`src/rtl/core/mrwr_pkg.sv`:
```
// Package for the Miller-Rabin witness round block.
// Holds widths, verdict codes, FSM states and controller/datapath command and status types.
package mrwr_pkg;
  localparam int W = 31;
  localparam int CW = 5;   // bit counter for W-bit values

  typedef enum logic [1:0] {
    V_COMPOSITE = 2'd0,
    V_PROBABLE  = 2'd1,
    V_SMALL     = 2'd2,
    V_REJECT    = 2'd3
  } verdict_t;

  typedef enum logic [3:0] {
    S_IDLE, S_CHECK, S_SPLIT, S_REDUCE, S_MULACC, S_MULSQ, S_TEST, S_SQR,
    S_SQTEST, S_DONE
  } state_t;

  // multiplier operand selects
  typedef enum logic [1:0] {
    M_ACC_SQ, M_SQ_SQ, M_A_ONE, M_ACC_ACC
  } mop_t;

  typedef struct packed {
    logic load;       // capture operands
    logic split_step; // shift r right, count s
    logic mstart;     // start modular multiply
    mop_t mop;
    logic to_acc;     // write product to acc
    logic to_sq;      // write product to sq
    logic shift_e;    // shift exponent
    logic jinc;       // count squaring step
  } cmd_t;

  typedef struct packed {
    logic lt2;
    logic is_small;
    logic r_odd;
    logic mdone;
    logic e_zero;
    logic e_lsb;
    logic acc_one;
    logic acc_nm1;
    logic j_last;     // j + 1 >= s
  } stat_t;
endpackage

```
`src/rtl/core/mrwr_mulmod.sv`:
```
// Iterative modular multiplier: (x*y) mod m, one multiplier bit per cycle.
// Depends on mrwr_pkg.
module mrwr_mulmod import mrwr_pkg::*; (
  input  logic         clk,
  input  logic         rst,
  input  logic         start,
  input  logic [W-1:0] x,
  input  logic [W-1:0] y,
  input  logic [W-1:0] m,
  output logic [W-1:0] p,
  output logic         done
);
  logic [W-1:0] acc, xr, yr, mr;
  logic [CW:0]  cnt;
  logic         busy;
  logic [W:0]   dbl, dbl_r, add, add_r;

  // shift-add from MSB of y, reducing after each doubling and each add
  always_comb begin
    dbl   = {acc, 1'b0};
    dbl_r = (dbl >= {1'b0, mr}) ? dbl - {1'b0, mr} : dbl;
    add   = dbl_r + (yr[W-1] ? {1'b0, xr} : '0);
    add_r = (add >= {1'b0, mr}) ? add - {1'b0, mr} : add;
  end

  always_ff @(posedge clk) begin
    done <= 1'b0;
    if (rst) begin
      busy <= 1'b0;
    end else if (start) begin
      busy <= 1'b1;
      cnt  <= '0;
      acc  <= '0;
      // x must be below m; reduce once via loop invariant (x < m assumed)
      xr   <= x;
      yr   <= y;
      mr   <= m;
    end else if (busy) begin
      acc <= add_r[W-1:0];
      yr  <= {yr[W-2:0], 1'b0};
      cnt <= cnt + 1'b1;
      if (cnt == (CW+1)'(W-1)) begin
        busy <= 1'b0;
        done <= 1'b1;
      end
    end
  end
  // product is valid in acc while done is high
  assign p = acc;
endmodule

```
`src/rtl/core/mrwr_datapath.sv`:
```
// Datapath: operand registers, exponent split, modular multiplier and compares.
// Depends on mrwr_pkg, mrwr_mulmod and mrwr_sqfix.
module mrwr_datapath import mrwr_pkg::*; (
  input  logic         clk,
  input  logic         rst,
  input  logic [W-1:0] candidate,
  input  logic [W-1:0] witness,
  input  cmd_t         cmd,
  output stat_t        st
);
  logic [W-1:0] n, e, acc, sq, nm1, mx, my, prod;
  logic [CW-1:0] s, j;
  logic mdone_r;
  logic [W-1:0] pq;
  logic pdone;
  logic ez;

  assign nm1 = n - 1'b1;

  // operand select
  always_comb begin
    case (cmd.mop)
      M_ACC_SQ:  begin mx = acc; my = sq; end
      M_SQ_SQ:   begin mx = sq;  my = sq; end
      M_A_ONE:   begin mx = sq;  my = W'(1); end
      M_ACC_ACC: begin mx = acc; my = acc; end
      default:   begin mx = acc; my = sq; end
    endcase
  end

  // raw witness may exceed n: reduce by multiplying with 1 is exact only if
  // x < m, so the multiplier sees y=witness, x=1 for the reduction case
  mrwr_mulmod u_mm (
    .clk(clk), .rst(rst), .start(cmd.mstart),
    .x(cmd.mop == M_A_ONE ? W'(1) : mx),
    .y(cmd.mop == M_A_ONE ? sq : my),
    .m(n), .p(pq), .done(pdone)
  );
  assign prod = pq;

  // exponent exhausted
  mrwr_sqfix u_ez (.a(e), .z(ez));

  always_ff @(posedge clk) begin
    if (cmd.load) begin
      n   <= candidate;
      sq  <= witness;
      e   <= candidate - 1'b1;
      s   <= '0;
      j   <= '0;
      acc <= W'(1);
    end
    if (cmd.split_step) begin
      e <= e >> 1;
      s <= s + 1'b1;
    end
    if (cmd.shift_e) e <= e >> 1;
    if (pdone && cmd.to_acc) acc <= prod;
    if (pdone && cmd.to_sq)  sq  <= prod;
    if (cmd.jinc) j <= j + 1'b1;
  end

  always_ff @(posedge clk) begin
    if (rst) mdone_r <= 1'b0;
    else     mdone_r <= pdone;
  end

  always_comb begin
    st.lt2      = (n < W'(2));
    st.is_small = (n == W'(2)) || (n == W'(3));
    st.r_odd    = e[0];
    st.mdone    = mdone_r;
    st.e_zero   = ez;
    st.e_lsb    = e[0];
    st.acc_one  = (acc == W'(1));
    st.acc_nm1  = (acc == nm1);
    st.j_last   = ((CW+1)'(j) + 1'b1 >= (CW+1)'(s));
  end
endmodule

```
`src/rtl/core/mrwr_ctrl.sv`:
```
// Controller FSM sequencing one witness round over the datapath.
// Depends on mrwr_pkg.
module mrwr_ctrl import mrwr_pkg::*; (
  input  logic     clk,
  input  logic     rst,
  input  logic     in_valid,
  output logic     in_ready,
  output logic     out_valid,
  input  logic     out_ready,
  output verdict_t verdict,
  input  stat_t    st,
  output cmd_t     cmd
);
  state_t state, state_next;
  verdict_t vres, vres_next;
  logic wait_m, wait_m_next;

  always_ff @(posedge clk) begin
    if (rst) begin
      state <= S_IDLE; wait_m <= 1'b0; vres <= V_COMPOSITE;
    end else begin
      state <= state_next; wait_m <= wait_m_next; vres <= vres_next;
    end
  end

  assign in_ready  = (state == S_IDLE);
  assign out_valid = (state == S_DONE);
  assign verdict   = vres;

  // next state and commands; wait_m marks a multiply in flight
  always_comb begin
    state_next  = state;
    vres_next   = vres;
    wait_m_next = wait_m;
    cmd = '0;
    cmd.mop = M_ACC_SQ;
    case (state)
      S_IDLE: if (in_valid) begin
        cmd.load = 1'b1; state_next = S_CHECK;
      end
      S_CHECK: begin
        if (st.lt2) begin vres_next = V_REJECT; state_next = S_DONE; end
        else if (st.is_small) begin vres_next = V_SMALL; state_next = S_DONE; end
        else state_next = S_SPLIT;
      end
      S_SPLIT: begin
        if (st.r_odd) state_next = S_REDUCE;
        else cmd.split_step = 1'b1;
      end
      S_REDUCE: begin
        cmd.mop = M_A_ONE; cmd.to_sq = 1'b1;
        if (!wait_m) begin cmd.mstart = 1'b1; wait_m_next = 1'b1; end
        else if (st.mdone) begin wait_m_next = 1'b0; state_next = S_MULACC; end
      end
      S_MULACC: begin
        if (st.e_zero) state_next = S_TEST;
        else if (!st.e_lsb) state_next = S_MULSQ;
        else begin
          cmd.mop = M_ACC_SQ; cmd.to_acc = 1'b1;
          if (!wait_m) begin cmd.mstart = 1'b1; wait_m_next = 1'b1; end
          else if (st.mdone) begin wait_m_next = 1'b0; state_next = S_MULSQ; end
        end
      end
      S_MULSQ: begin
        cmd.mop = M_SQ_SQ; cmd.to_sq = 1'b1;
        if (!wait_m) begin cmd.mstart = 1'b1; wait_m_next = 1'b1; end
        else if (st.mdone) begin
          wait_m_next = 1'b0; cmd.shift_e = 1'b1; state_next = S_MULACC;
        end
      end
      S_TEST: begin
        if (st.acc_one || st.acc_nm1) begin vres_next = V_PROBABLE; state_next = S_DONE; end
        else if (st.j_last) begin vres_next = V_COMPOSITE; state_next = S_DONE; end
        else state_next = S_SQR;
      end
      S_SQR: begin
        // square acc: both operands taken from acc
        cmd.mop = M_ACC_ACC; cmd.to_acc = 1'b1; cmd.to_sq = 1'b1;
        if (!wait_m) begin cmd.mstart = 1'b1; wait_m_next = 1'b1; end
        else if (st.mdone) begin
          wait_m_next = 1'b0; cmd.jinc = 1'b1; state_next = S_SQTEST;
        end
      end
      S_SQTEST: begin
        if (st.acc_nm1) begin vres_next = V_PROBABLE; state_next = S_DONE; end
        else if (st.acc_one) begin vres_next = V_COMPOSITE; state_next = S_DONE; end
        else if (st.j_last) begin vres_next = V_COMPOSITE; state_next = S_DONE; end
        else state_next = S_SQR;
      end
      S_DONE: if (out_ready) state_next = S_IDLE;
      default: state_next = S_IDLE;
    endcase
  end
endmodule

```
`src/rtl/core/mrwr_sqfix.sv`:
```
// Zero detect on a W-bit value; flags the exhausted exponent.
// Depends on mrwr_pkg.
module mrwr_sqfix import mrwr_pkg::*; (
  input  logic [W-1:0] a,
  output logic         z
);
  assign z = (a == '0);
endmodule

```
`src/rtl/core/miller_rabin_witness_round.sv`:
```
// Top level of one Miller-Rabin witness round.
// Depends on mrwr_pkg, mrwr_ctrl, mrwr_datapath.
//
//  channel | signals                          | beat
//  in      | in_valid in_ready candidate witness | one candidate and base
//  out     | out_valid out_ready verdict      | one verdict
//
// One item at a time. Each modular multiply runs through start, W shift-add
// steps, done, and the registered done seen by the FSM. Candidates below 4
// get their verdict straight from the check state, with no multiply.
// Synchronous reset returns the controller to idle.
// A verdict holds until taken; no new item is accepted until then.
module miller_rabin_witness_round import mrwr_pkg::*; (
  input  logic          clk,
  input  logic          rst,
  input  logic          in_valid,
  output logic          in_ready,
  input  logic [W-1:0]  candidate,
  input  logic [W-1:0]  witness,
  output logic          out_valid,
  input  logic          out_ready,
  output logic [1:0]    verdict
);
  cmd_t cmd;
  stat_t st;
  verdict_t v;

  mrwr_ctrl u_ctrl (
    .clk, .rst, .in_valid, .in_ready, .out_valid, .out_ready,
    .verdict(v), .st, .cmd
  );
  mrwr_datapath u_dp (
    .clk, .rst, .candidate, .witness, .cmd, .st
  );
  assign verdict = v;

  // verdict holds while waiting
  a_hold: assert property (@(posedge clk) disable iff (rst)
    out_valid && !out_ready |=> out_valid && $stable(verdict))
    else $error("verdict changed while stalled");
  // never ready for input while a verdict is pending
  a_excl: assert property (@(posedge clk) disable iff (rst)
    !(in_ready && out_valid)) else $error("in_ready with pending verdict");
  // an accepted beat never yields an output in the next cycle
  a_lat: assert property (@(posedge clk) disable iff (rst)
    in_valid && in_ready |=> !out_valid) else $error("verdict too early");
endmodule
```
`config.mk`:
```
export PLATFORM = sky130hd
export DESIGN_NAME = miller_rabin_witness_round
export DESIGN_NICKNAME = d
export VERILOG_FILES = /design/src/rtl/core/mrwr_pkg.sv /design/src/rtl/core/mrwr_mulmod.sv /design/src/rtl/core/mrwr_datapath.sv /design/src/rtl/core/mrwr_ctrl.sv /design/src/rtl/core/mrwr_sqfix.sv /design/src/rtl/core/miller_rabin_witness_round.sv
export SDC_FILE = /design/constraint.sdc
export NUM_CORES = 1
export LEC_CHECK = 0
export BUFFER_PORTS_ARGS = -buffer_cell sky130_fd_sc_hd__buf_2
export CORE_AREA = 2 2 151 227
export DETAILED_ROUTE_END_ITERATION = 10
export DIE_AREA = 0 0 153 229
export PLACE_DENSITY = 0.86
export SLEW_MARGIN = 20
export SYNTH_ARGS = -nofsm -noshare
export SYNTH_HDL_FRONTEND = slang
export SYNTH_SLANG_ARGS = --single-unit
export TNS_END_PERCENT = 100
```
`constraint.sdc`:
```
create_clock -name clk -period 7.8 [get_ports clk]
set_clock_uncertainty 0.1 [all_clocks]
set_input_delay 0.78 -clock clk [delete_from_list [all_inputs] [get_ports clk]]
set_output_delay 0.78 -clock clk [all_outputs]
set_load 0.02 [all_outputs]
```
* Word-level counts from Yosys, hierarchy flattened
Cells that the tools add are included.
Storage, ports and cells: flip-flop bits (word level) 274
Operators by class: add/subtract/negate cells 9, order comparisons 4, equal/unequal tests 29, multiplexer cells 68, bitwise logic cells 2, reduce and logical (&&, ||, !) cells 26
Operators by type and width (count):
- 31-bit two-way mux | 10
- 31-bit case mux with 2 select lines | 2
- 30-bit two-way mux | 3
- 4-bit two-way mux | 19
- 32-bit by 31-bit >= comparator with 1-bit output | 2
- 31-bit by 2-bit equality test with 1-bit output, second input constant | 2
- 31-bit by 1-bit subtractor with 31-bit output, second input constant | 2
- 4-bit case mux with 9 select lines | 1
- 32-bit by 31-bit adder with 32-bit output | 1
- 32-bit two-way mux | 1
- 32-bit by 31-bit subtractor with 32-bit output | 1
- 31-bit by 1-bit equality test with 1-bit output, second input constant | 1
- 31-bit equality test | 1
- 31-bit logical NOT | 1
- 31-bit by 2-bit < comparator with 1-bit output, second input constant | 1
- 31-bit subtractor | 1
- 1-bit two-way mux | 18
- 4-bit by 3-bit equality test with 1-bit output, second input constant | 4
- 5-bit two-way mux | 3
- 2-bit by 1-bit != test with 1-bit output, second input constant | 7
- 2-bit two-way mux | 6
- 3-bit case mux with 4 select lines | 1
- 2-bit nonzero test | 6
- 5-bit by 1-bit adder with 5-bit output, second input constant | 2
- other kinds (26) | 42

* Depth between registers and ports, before layout
depth in word-level cells 9, depth in mapped cells 33, depth with buffers taken out 32

* Modules after synthesis
Synthesis repeated with hierarchy kept, for this count alone.
Second synthesis, totals: cell total of the unflattened synthesis 1817, area, all modules 18830.6 um^2
Modules (own cells, without submodules):
- mrwr_mulmod | instances 1, cells each 1021, area each 10192.3 um^2
- mrwr_datapath | instances 1, cells each 698, area each 7917.6 um^2
- mrwr_ctrl | instances 1, cells each 87, area each 649.4 um^2
- mrwr_sqfix | instances 1, cells each 11, area each 71.3 um^2

* Least setup slack after synthesis
Ideal clock, no wire load.
path type reg-to-reg, start register u_dp.u_mm.acc[4], in the netlist u_dp.u_mm.p[4], end register u_dp.u_mm.acc[11], in the netlist u_dp.u_mm.p[11] (data pin), arrival time 6860 ps, setup slack 575 ps, stages on the path, launching flop included 31, path buffers 3, clock period less this slack 7225 ps, path through edfxtp_1 > ha_1 > and3_1 > a221oi_1 > a21oi_1 > o21a_1 > o21ai_0 > a21oi_1 > clkbuf_1 > mux2_2 > ha_1 > and3_1 > and4_1 > a31oi_1 > o2111ai_1 > a21oi_1 > o21ai_0 > a21o_1 > xor2_1 > ha_1 > nand2_1 > nor2_1 > a211o_1 > a211o_1 > o2111ai_1 > a21oi_1 > or3_1 > clkbuf_1 > clkbuf_1 > o211ai_1 > o21ai_0
On the way: longest elaborated chain between the ends 6
RTL lines:
- from (decl) | line mrwr_mulmod.sv:13 | logic [W-1:0] acc, xr, yr, mr;
- from (signal assigned) | line mrwr_mulmod.sv:39 | acc <= add_r[W-1:0];
- 32-bit by 31-bit subtractor with 32-bit output or 32-bit by 31-bit >= comparator with 1-bit output (tied branches) | line mrwr_mulmod.sv:21 | dbl_r = (dbl >= {1'b0, mr}) ? dbl - {1'b0, mr} : dbl;
- 32-bit two-way mux * | line mrwr_mulmod.sv:21
- 32-bit by 31-bit adder with 32-bit output * | line mrwr_mulmod.sv:22 | add = dbl_r + (yr[W-1] ? {1'b0, xr} : '0);
- 31-bit subtractor or 32-bit by 31-bit >= comparator with 1-bit output (tied branches) | line mrwr_mulmod.sv:23 | add_r = (add >= {1'b0, mr}) ? add - {1'b0, mr} : add;
- 31-bit two-way mux * | line mrwr_mulmod.sv:23
- 31-bit two-way mux * | line mrwr_mulmod.sv:38 | end else if (busy) begin
Mark *: on every way between the ends. The rest lies on a longest branch, timed or not. The select of a mux whose other input is x is not followed. A chain may end at the register's enable or synchronous reset.

* Worst setup path in the final report
start register u_dp.u_mm.acc[4], in the netlist u_dp.u_mm.p[4], end register u_dp.u_mm.acc[13], in the netlist u_dp.u_mm.p[13] (data pin)
The elaborated chain is that of the path after synthesis.

==> flow_summary.ini <==
[clocking]
clkLatencyLatePin_ns = 0.56
cts_htree_levels = 1
tritoncts.num_buffers = 26
cts_hold_buffers = 0
clock_pin_slew_on_the_worst_setup_and_hold_paths_ns = 0.07
clk_path_buf_depth = 3
clk_root_buffer_cell = sky130_fd_sc_hd__clkbuf_16
tritoncts = built
clock-sinks = 274

[sta]
final-hold-violation-count = 0
finalMaxSlewViolations = 0
layout_worst_path_cycle_share_pct = 96.7
achievable-frequency_mhz = 133
setup_viol = 0
setup_tns_ns = 0
slew-limit-headroom_pct = 27.1
worst-slew-pin-transition_ns = 1.09
finalCriticalPeriod_ns = 7.54

[worst_setup_path]
slowest_delay_ns = 0.46
cp_top_family = compound AO/OA/AOI/OAI gates
critical_path_buf_inv_count = 3
setup_crit_start_kind = register
critical_path_class = register to register
worst-r2r-cell-count = 30
critical_path.slowest_cell = sky130_fd_sc_hd__edfxtp_1
critical_path.reg2reg.startpoint = u_dp.u_mm.p[4]
worst-endpoint-arrival_ns = 7.74
reg2reg_setup_slack_ns = 0.26
critical_path.max_fanout = 18
endpoint_kind = register
cp_required_ns = 8.00
reg_to_reg_end = u_dp.u_mm.p[13]
cp_common_cell = sky130_fd_sc_hd__ha_1

[global_route]
grt_antenna_before_repair = 0
first_global_vias = 15236
global_route.usage.total_pct = 28.5
global_route.overflow_total = 0
grt_pass1_wl_um = 79900
grt_start_max_net_pins = 81

[die]
die-area_um2 = 35000
core_area_um2 = 33100
pin_count = 70
initial_core_util_pct = 56.2
die-height_um = 229
number_of_standard_cell_rows_in_the_floorplan = 82
floorplan.die.width_um = 153

[cells_and_area]
final_cell_count_no_fill = 2365
number_of_diodes_added_for_antenna_fixing = 0
stdcell_area_um2 = 20500
finalNetCount = 2103
area.sequential_um2 = 8120
fillerInstances = 2572
multi_input_area_um2 = 10100
post_route_cells_drive_above_1_share_pct = 12.3
area_growth_syn_to_layout_pct = 9.85

[synth]
ffs_latches_synth = 274
synth_async_sr_flop_share_pct = 0
synthAdderAreaFrac_pct = 7.58
synth_area_in_xor_xnor_pct = 7.58
synth_most_common_cell = sky130_fd_sc_hd__edfxtp_1
synth-warning-count = 0
synth_edf_count = 263
netlist_area_um2 = 18600
yosys.area.top_type = sky130_fd_sc_hd__edfxtp_1
post_synth_and_or_nand_nor_area_fraction_pct = 16.4
synth-compound-area-share_pct = 15.1
ys_top_cells_by_area = sky130_fd_sc_hd__edfxtp_1, sky130_fd_sc_hd__ha_1, sky130_fd_sc_hd__xnor2_1, sky130_fd_sc_hd__o21ai_0, sky130_fd_sc_hd__mux2i_1
synth_top_cell_area_share_pct = 42.4
synthesis.area_per_instance_um2 = 9.98
top_flip_flop_cell_by_instance_count_after_synthesis = sky130_fd_sc_hd__edfxtp_1
synth_cells = 1866
synth_nets = 2043
combinational_family_with_the_most_area_after_synthesis = simple AND/OR/NAND/NOR gates
synthTopCellsByCount = sky130_fd_sc_hd__edfxtp_1, sky130_fd_sc_hd__nand2_1, sky130_fd_sc_hd__o21ai_0
yosys-mux-area-fraction_pct = 6.80
netlist-cell-type-count = 70
synth_sequential_area_ratio_pct = 43.6

[route]
route.detailed.drc = 0
dr.first_iter.drc_count = 1453
post_drt_wl_per_cell_um = 21.6
detail_route.vias_per_cell = 6.37
dr.pass1.iters = 5
dr_total_vias = 15061
drt-total-wl_um = 51100
detail-route-antenna-nets = 0

[place]
placed_cells = 2316
place.detailed.hpwl_um = 38200
placement.io_buffers = 69
postPlaceCellArea_um2 = 19600
place.gp.congestion = 0.962

[hold_path]
worstHoldEndpoint = u_dp.n[30]
hold_class = primary input to register
holdCritStartpoint = candidate[30]
holdPathStages = 1

[job]
drv_cap = 0

[run_status]
status = complete, no violations
[through the flow]
stage                     setup WS (ns)  util [%]  hold WS, ns
after floorplan                   0.575         -        0.324
after global placement            0.308      59.0        0.403
after detailed placement         0.0331      59.0        0.400
after CTS                       0.00504      61.5        0.329
after global routing            -0.0635      61.7        0.337
final                             0.261      61.7        0.335
[layer usage]
layer / wire, µm / GRT usage, % / vias up
li1: - / - / 7030
met2: 25900 / 51.3 / 689
met3: 2930 / 2.82 / 184
met4: 3140 / 17.0 / 0
met1: 19200 / 32.7 / 7158
met5: 0 / 0 / -
[kinds of logic after synthesis]
family	after synthesis
AO/OA/AOI/OAI	456
XOR/XNOR	158
adder cells (fa/ha/maj)	111
buffers and inverters	149
flip-flops	274
multiplexers	120
AND/OR/NAND/NOR	598
[how the worst max path moves through the flow]
stage | startpoint | endpoint | slack, ns | cells past startpoint
final | u_dp.u_mm.p[4] | u_dp.u_mm.p[13] | 0.26 | 30
after global routing | u_dp.u_mm.mr[0] | u_dp.u_mm.p[20] | -0.06 | 32
after CTS | u_dp.u_mm.mr[0] | u_dp.u_mm.p[13] | 0.005 | 33
after detailed placement | u_dp.u_mm.mr[0] | u_dp.u_mm.p[13] | 0.03 | 33
after global placement | u_dp.u_mm.mr[0] | u_dp.u_mm.p[7] | 0.31 | 31
after floorplan | u_dp.u_mm.p[4] | u_dp.u_mm.p[11] | 0.58 | 30
[layout make-up]
class / count / share of cell area, %
Clock buffer: 34 / 3.43
Clock inverter: 13 / 0.624
Inverter: 76 / 1.39
Multi-Input combinational cell: 1443 / 49.2
Sequential cell: 274 / 39.7
Tap cell: 420 / 2.57
Timing Repair Buffer: 105 / 3.09
[flip-flops by register name, indices dropped and copies added (netlist names), 31 cells and up]
name and flops:
u_dp.acc 31, u_dp.u_mm.yr 31, u_dp.u_mm.xr 31, u_dp.e 31, u_dp.sq 31, u_dp.n 31
u_dp.u_mm.p 31, u_dp.u_mm.mr 31
[repair_timing]
action | CTS | global route
setup endpoints to repair | 0 | 31
setup buffers | 0 | 2
gates resized for setup | 0 | 20
endpoints found under the hold margin | 0 | 0
[cell usage in the layout (no fill, tap or decap), types with 14 or more instances in the layout]
cell type	n
sky130_fd_sc_hd__buf_4	34
sky130_fd_sc_hd__edfxtp_1	263
sky130_fd_sc_hd__mux2_2	53
sky130_fd_sc_hd__nand4_1	20
sky130_fd_sc_hd__nand3_1	51
sky130_fd_sc_hd__nor2b_1	14
sky130_fd_sc_hd__nand2b_1	18
sky130_fd_sc_hd__xnor2_1	99
sky130_fd_sc_hd__inv_1	74
sky130_fd_sc_hd__o21a_1	18
sky130_fd_sc_hd__xor2_1	56
sky130_fd_sc_hd__o211ai_1	15
sky130_fd_sc_hd__and3_1	21
sky130_fd_sc_hd__nand2_1	139
sky130_fd_sc_hd__o21ai_0	130
sky130_fd_sc_hd__clkbuf_16	27
sky130_fd_sc_hd__and2_1	71
sky130_fd_sc_hd__nor3_1	46
sky130_fd_sc_hd__o21bai_1	17
sky130_fd_sc_hd__mux2i_1	67
sky130_fd_sc_hd__a31oi_1	14
sky130_fd_sc_hd__nor4_1	30
sky130_fd_sc_hd__nor2_1	125
sky130_fd_sc_hd__a211oi_1	21
sky130_fd_sc_hd__ha_1	104
sky130_fd_sc_hd__buf_2	69
sky130_fd_sc_hd__a21o_1	49
sky130_fd_sc_hd__a21oi_1	123
Power is not shown: default switching activity piles up to over one toggle a cycle in this logic, so the estimate is an artifact.
